<file path="src/design/tdwt_pkg.sv">
// ----------------------------------------------------------------------------
// tdwt_pkg
// shared types and codes for the tick deadline wait table
// ----------------------------------------------------------------------------
`default_nettype none

package tdwt_pkg;

    // number of task slots
    localparam int TASKS = 8;
    localparam int IDX_W = (TASKS > 1) ? $clog2(TASKS) : 1;

    typedef logic [IDX_W-1:0] t_idx;
    typedef logic [31:0]      t_time;

    // input mode codes
    localparam logic [1:0] MODE_TICK  = 2'd0;
    localparam logic [1:0] MODE_UNTIL = 2'd1;
    localparam logic [1:0] MODE_DELAY = 2'd2;

    // result kind codes
    localparam logic [1:0] KIND_BLOCKED   = 2'd0;
    localparam logic [1:0] KIND_READY     = 2'd1;
    localparam logic [1:0] KIND_RELEASED  = 2'd2;
    localparam logic [1:0] KIND_TICK_DONE = 2'd3;

    // shared unit outputs
    typedef struct packed {
        t_time sum;
        logic  ge;
    } t_unit_res;

endpackage

`default_nettype wire

</file>
<file path="src/design/tdwt_unit.sv">
// ----------------------------------------------------------------------------
// tdwt_unit
// shared 32-bit add and unsigned compare unit used by the sequencer
// ----------------------------------------------------------------------------
`default_nettype none

module tdwt_unit (
    input  var tdwt_pkg::t_time     i_op_a,
    input  var tdwt_pkg::t_time     i_op_b,
    output tdwt_pkg::t_unit_res     o_res
);

    // wrapping sum and a >= b
    always_comb begin
        o_res.sum = i_op_a + i_op_b;
        o_res.ge  = (i_op_a >= i_op_b);
    end

endmodule

`default_nettype wire

</file>
<file path="src/design/tick_deadline_wait_table.sv">
// ----------------------------------------------------------------------------
// tick_deadline_wait_table
// millisecond uptime with one deadline slot per task; ticks release due tasks
// ----------------------------------------------------------------------------
//
//  channel   signals                                       direction
//  command   start, busy, i_mode, i_task_id, i_time_value  in  (transfer: start & !busy)
//  result    o_valid, o_kind, o_task_id_out,               out (one-cycle strobe)
//            o_uptime_now, o_last
//
//  a tick steps through the transfer, the uptime increment, a scan of every slot
//  in turn through the single shared comparator, and tick done.
//  a wait until deadline goes from the transfer straight to the compare; a wait
//  for delay first adds the delay to the uptime, then compares.
//  mode three is accepted and gives no result.
//  synchronous active-low reset clears uptime, waiting flags and sequencer.
//  the receiver cannot stall; each result shows for exactly one cycle.
// ----------------------------------------------------------------------------
`default_nettype none

module tick_deadline_wait_table (
    input  var logic        i_clk,
    input  var logic        i_rst_n,
    input  var logic        start,
    output logic            busy,
    input  var logic [1:0]  i_mode,
    input  var logic [2:0]  i_task_id,
    input  var logic [31:0] i_time_value,
    output logic            o_valid,
    output logic [1:0]      o_kind,
    output logic [2:0]      o_task_id_out,
    output logic [31:0]     o_uptime_now,
    output logic            o_last
);

    // sequencer codes
    localparam logic [2:0] S_IDLE = 3'd0;
    localparam logic [2:0] S_INC  = 3'd1;
    localparam logic [2:0] S_SCAN = 3'd2;
    localparam logic [2:0] S_DONE = 3'd3;
    localparam logic [2:0] S_ADD  = 3'd4;
    localparam logic [2:0] S_CMP  = 3'd5;

    localparam tdwt_pkg::t_idx LAST_IDX = tdwt_pkg::t_idx'(tdwt_pkg::TASKS - 1);

    logic [2:0]                 r_state;
    tdwt_pkg::t_time            r_uptime;
    logic [tdwt_pkg::TASKS-1:0] r_waiting;
    tdwt_pkg::t_time            r_deadlines [tdwt_pkg::TASKS];
    tdwt_pkg::t_idx             r_idx;
    logic [2:0]                 r_task;
    tdwt_pkg::t_time            r_tval;
    logic                       r_task_ok;

    tdwt_pkg::t_time            n_op_a;
    tdwt_pkg::t_time            n_op_b;
    tdwt_pkg::t_unit_res        w_res;
    tdwt_pkg::t_idx             w_task_idx;
    logic                       w_accept;

    assign busy       = (r_state != S_IDLE);
    assign w_accept   = start && !busy;
    assign w_task_idx = tdwt_pkg::t_idx'(r_task);

    // operand select for the shared unit
    always_comb begin
        n_op_a = r_uptime;
        case (r_state)
            S_INC:   n_op_b = 32'd1;
            S_SCAN:  n_op_b = r_deadlines[r_idx];
            S_ADD:   n_op_b = r_tval;
            S_CMP:   n_op_b = r_tval;
            default: n_op_b = 32'd1;
        endcase
    end

    tdwt_unit u_unit (
        .i_op_a (n_op_a),
        .i_op_b (n_op_b),
        .o_res  (w_res)
    );

    // deadline slots, written only when a request blocks
    always_ff @(posedge i_clk) begin
        if (r_state == S_CMP && r_task_ok && !w_res.ge) begin
            r_deadlines[w_task_idx] <= r_tval;
        end
    end

    // command capture, no reset needed
    always_ff @(posedge i_clk) begin
        if (w_accept) begin
            r_task    <= i_task_id;
            r_tval    <= i_time_value;
            r_task_ok <= (32'(i_task_id) < 32'(tdwt_pkg::TASKS));
        end else if (r_state == S_ADD) begin
            r_tval <= w_res.sum;
        end
    end

    // sequencer, uptime, waiting flags and result strobe
    always_ff @(posedge i_clk) begin
        if (!i_rst_n) begin
            r_state   <= S_IDLE;
            r_uptime  <= '0;
            r_waiting <= '0;
            r_idx     <= '0;
            o_valid   <= 1'b0;
        end else begin
            o_valid <= 1'b0;
            case (r_state)
                S_IDLE: begin
                    r_idx <= '0;
                    if (w_accept) begin
                        case (i_mode)
                            tdwt_pkg::MODE_TICK:  r_state <= S_INC;
                            tdwt_pkg::MODE_UNTIL: r_state <= S_CMP;
                            tdwt_pkg::MODE_DELAY: r_state <= S_ADD;
                            default:              r_state <= S_IDLE;
                        endcase
                    end
                end
                S_INC: begin
                    r_uptime <= w_res.sum;
                    r_state  <= S_SCAN;
                end
                S_SCAN: begin
                    // release one due slot per cycle
                    if (r_waiting[r_idx] && w_res.ge) begin
                        r_waiting[r_idx] <= 1'b0;
                        o_valid <= 1'b1;
                    end
                    if (r_idx == LAST_IDX) begin
                        r_state <= S_DONE;
                    end else begin
                        r_idx <= r_idx + 1'b1;
                    end
                end
                S_DONE: begin
                    o_valid <= 1'b1;
                    r_state <= S_IDLE;
                end
                S_ADD: begin
                    r_state <= S_CMP;
                end
                S_CMP: begin
                    // blocked when deadline is later than uptime
                    if (r_task_ok) begin
                        r_waiting[w_task_idx] <= !w_res.ge;
                    end
                    o_valid <= 1'b1;
                    r_state <= S_IDLE;
                end
                default: begin
                    r_state <= S_IDLE;
                end
            endcase
        end
    end

    // result payload
    always_ff @(posedge i_clk) begin
        o_uptime_now <= r_uptime;
        case (r_state)
            S_INC: begin
                o_uptime_now <= w_res.sum;
            end
            S_SCAN: begin
                o_kind        <= tdwt_pkg::KIND_RELEASED;
                o_task_id_out <= 3'(r_idx);
                o_last        <= 1'b0;
            end
            S_DONE: begin
                o_kind        <= tdwt_pkg::KIND_TICK_DONE;
                o_task_id_out <= '0;
                o_last        <= 1'b1;
            end
            S_CMP: begin
                o_kind        <= (r_task_ok && !w_res.ge) ? tdwt_pkg::KIND_BLOCKED
                                                          : tdwt_pkg::KIND_READY;
                o_task_id_out <= r_task;
                o_last        <= 1'b1;
            end
            default: begin
                o_last <= 1'b1;
            end
        endcase
    end

endmodule

`default_nettype wire
</file>
<file path="config.mk">
export PLATFORM = sky130hd
export DESIGN_NAME = tick_deadline_wait_table
export DESIGN_NICKNAME = d
export VERILOG_FILES = /design/src/design/tdwt_pkg.sv /design/src/design/tdwt_unit.sv /design/src/design/tick_deadline_wait_table.sv
export SDC_FILE = /design/constraint.sdc
export NUM_CORES = 1
export LEC_CHECK = 0
export BUFFER_PORTS_ARGS = -buffer_cell sky130_fd_sc_hd__clkbuf_2
export CORE_MARGIN = 3
export CORE_UTILIZATION = 40
export CTS_BUF_LIST = sky130_fd_sc_hd__clkbuf_8
export CTS_CLUSTER_SIZE = 30
export DETAILED_ROUTE_END_ITERATION = 8
export PLACE_DENSITY = 0.55
export SLEW_MARGIN = 20
export SYNTH_ARGS = -nofsm -noshare
export SYNTH_HDL_FRONTEND = slang
export SYNTH_SLANG_ARGS = --single-unit
</file>
<file path="constraint.sdc">
create_clock -name i_clk -period 13.6 [get_ports i_clk]
set_clock_uncertainty 0.1 [all_clocks]
set_input_delay 2.04 -clock i_clk [delete_from_list [all_inputs] [get_ports i_clk]]
set_output_delay 2.04 -clock i_clk [all_outputs]
set_load 0.02 [all_outputs]
</file>
==> results.sh <==
export IMPL_synth_most_common_cell="edfxtp_1"
export IMPL_cp_end_kind="flip-flop"
export IMPL_synth_seq_cells=379
export IMPL_die_area_sq_um=45320
export IMPL_drt_iter0_drc=852
export IMPL_grt_setup_unrepaired="false"
export IMPL_synthCells=1281
export IMPL_final_nets=1485
export IMPL_synth_top_cell_area_share_pct=52.09
export IMPL_setup_tns_final_ps=0
export IMPL_clock_sinks=379
export IMPL_synth_adder_area_share_pct=5.013
export IMPL_die_x_um=212.9
export IMPL_grt_pass1_vias=10910
export IMPL_holdWs_ps=375.6
export IMPL_drtPass1Iterations=4
export IMPL_slew_headroom_pct=34.14
export IMPL_post_cts_buffers=0
export IMPL_overflow=0
export IMPL_critical_path_max_fanout=39
export IMPL_yosys_warnings=0
export IMPL_peakVddDrop_mv=0.1101
export IMPL_async_reset_ff_share_pct=0
export IMPL_r2r_cells=14
export IMPL_vias_per_cell=5.477
export IMPL_wirelength_um=43480
export IMPL_drv_slew=0
export IMPL_p_leak_uw=0.007154
export IMPL_drc=0
export IMPL_synth_flop_cell="edfxtp_1"
export IMPL_tightest_slew_ps=987.9
export IMPL_ctsResizeCount=0
export IMPL_ioPinCount=80
export IMPL_area_growth_pct=14.09
export IMPL_setup_viol=0
export IMPL_period_minus_slack_ps=6271
export IMPL_hp_class="flip-flop to flip-flop"
export IMPL_synth_top_cell_by_area="edfxtp_1"
export IMPL_status="completed"
export IMPL_yosys_top_cells_area="edfxtp_1 (52%), dfxtp_1 (9.6%), mux4_2 (8.4%)"
export IMPL_critical_path_class="flip-flop to flip-flop"
export IMPL_vias=10790
export IMPL_synth_xor_area_share_pct=1.381
export IMPL_synth_top_family_by_area="multiplexers"
export IMPL_wl_per_cell_um=22.08
export IMPL_fmax_mhz=159.5
export IMPL_synth_distinct_cells=68
export IMPL_die_h_um=212.9
export IMPL_root_buffer="clkbuf_8"
export IMPL_synthSimpleGateAreaFrac_pct=8.309
export IMPL_use_met1_pct=27.17
export IMPL_synth_edf_count=297
export IMPL_grt_use_met3_pct=3.277
export IMPL_synth_mux_area_fraction_pct=10.62
export IMPL_final_antenna_net_count=0
export IMPL_hold_violations=0
export IMPL_num_rows=75
export IMPL_grtUsageTotal_pct=19.44
export IMPL_grt_util_met2_pct=31.24
export IMPL_syn_nets=1389
export IMPL_total_power_uw=2900
export IMPL_p_per_area_nw_per_um2=148.5
export IMPL_clk_latency_ps=600
export IMPL_synth_compound_area_share_pct=9.763
export IMPL_ys_seq_area_share_pct=61.68
export IMPL_layout_drive_gt1_share_pct=20.22
export IMPL_worst_ep_required_time_ps=13740
export IMPL_cts_path_max_buffers=3
export IMPL_ys_top_cells_by_count="edfxtp_1 (297), a21oi_1 (100), nor2_1 (91), dfxtp_1 (82), nand2_1 (80)"
export IMPL_cts_tree="done"
export IMPL_arrival_ps=6410
export IMPL_dpl_cell_area_sq_um=18120
export IMPL_postCtsHoldBufs=0
export IMPL_cts_buffers=68
export IMPL_antenna_found_initial=1
export IMPL_top_usage_layer="met2"
export IMPL_place_hpwl_um=27440
export IMPL_grt_max_degree=63
export IMPL_port_buffer_count=79
export IMPL_hold_depth=2
export IMPL_path_clk_slew_ps=60
export IMPL_syn_avg_cell_area_sq_um=13.37
export IMPL_final_area_sq_um=19530
export IMPL_syn_area_sq_um=17120
export IMPL_startpoint_type="flip-flop"
export IMPL_fin_crit_sh_pct=46.11
export IMPL_fin_util_pct=46.36
export IMPL_max_cap_violations=0
export IMPL_grt_pass1_wl_um=65700
export IMPL_place_gp_congestion=0.8290
export IMPL_start_util_pct=40.64
export IMPL_htreeDepth=3
export IMPL_coreArea_sq_um=42130
[state kept, by name, summed over array words and instances (netlist names), named ones only]
signal,flops
n_op_a,32
o_task_id_out,3
r_state,3
o_valid,1
r_task,3
o_uptime_now,32
o_kind,2
o_last,1
r_waiting,8
r_idx,3
r_tval,32
r_deadlines,256
[area by class of cell]
class                      count  area (sq um)
antenna                        1         2.502
clock buffer                  80          1101
clock inverter                42         285.3
fill                        3748         22600
inverter                      71         266.5
multi-input combinational    759          6087
sequential                   379         10570
tap                          539         674.4
timing repair buffer          98         550.5
[worst max-delay path: stages (launching register included)]
cell	delay [ps]
dfxtp_4	700
buf_4	750
mux4_2	590
mux2i_1	170
o21a_1	180
ha_1	340
a21oi_1	180
or3_1	130
a21oi_1	60
nor3_1	390
nand3_1	210
a31oi_2	630
nand2_1	450
nor2_4	520
buf_4	460
[cells by family (layout without fill, tap and decap cells)]
logic type,count (synthesis),in the layout
compound gates,262,262
mux,101,101
flops,379,379
other cells,0,1
fa+ha+maj,68,68
xor+xnor,27,27
buf+inv,143,291
simple gates,301,301
[worst paths after layout]
kind / from / to / slack, ps
worst max-delay path: flip-flop / r_deadlines[2][24]$_DFFE_PP_ / 7330
worst min-delay path: r_waiting[1]$_SDFFE_PN0P_ / r_waiting[1]$_SDFFE_PN0P_ / 380
worst max register to register: flip-flop / r_deadlines[2][24]$_DFFE_PP_ / 7330
worst min register to register: r_waiting[1]$_SDFFE_PN0P_ / r_waiting[1]$_SDFFE_PN0P_ / 380
[power by group]
part | switching (uW) | total [uW] | leakage [uW] | internal, uW
Combinational | 252 | 379 | 0.00299 | 126
Sequential | 82.5 | 1440 | 0.00338 | 1360
Clock | 480 | 1080 | 0.000788 | 598
[routing by layer]
layer,part of all wire (%),up-vias,wire (um)
li1,-,5008,-
met1,45,5397,19770
met2,47,314,20470
met3,5.3,66,2320
met4,2.1,0,931
met5,0,-,0
[per-stage QoR]
| stage | setup slack, ps | cells |
|---|---|---|
| after floorplan | 7392 | 1281 |
| after global placement | 6997 | 1845 |
| after detailed placement | 6888 | 1845 |
| after CTS | 6807 | 1967 |
| after global routing | 6826 | 1968 |
| final | 7329 | 1969 |
[cells in the final DEF, fill, tap and decap left out, types with 6 or more instances in the layout]
cell	count
edfxtp_1	297
a21oi_1	100
inv_1	90
nor2_1	85
clkbuf_8	80
nand2_1	79
clkbuf_2	79
dfxtp_1	79
ha_1	67
mux4_2	64
o21ai_0	39
mux2i_1	35
o21a_1	30
xnor2_1	26
a211oi_1	22
nor3_1	22
nand3_1	19
and2_1	18
buf_4	18
nor2b_1	14
o31ai_1	13
nor4_1	13
nand2b_1	12
o21bai_1	8
nand4_1	8
clkinv_1	7
a31oi_1	7
a21o_1	6
o211ai_1	6
nor2_4	6
clkinv_2	6
Power figures use the tool's default switching activity.
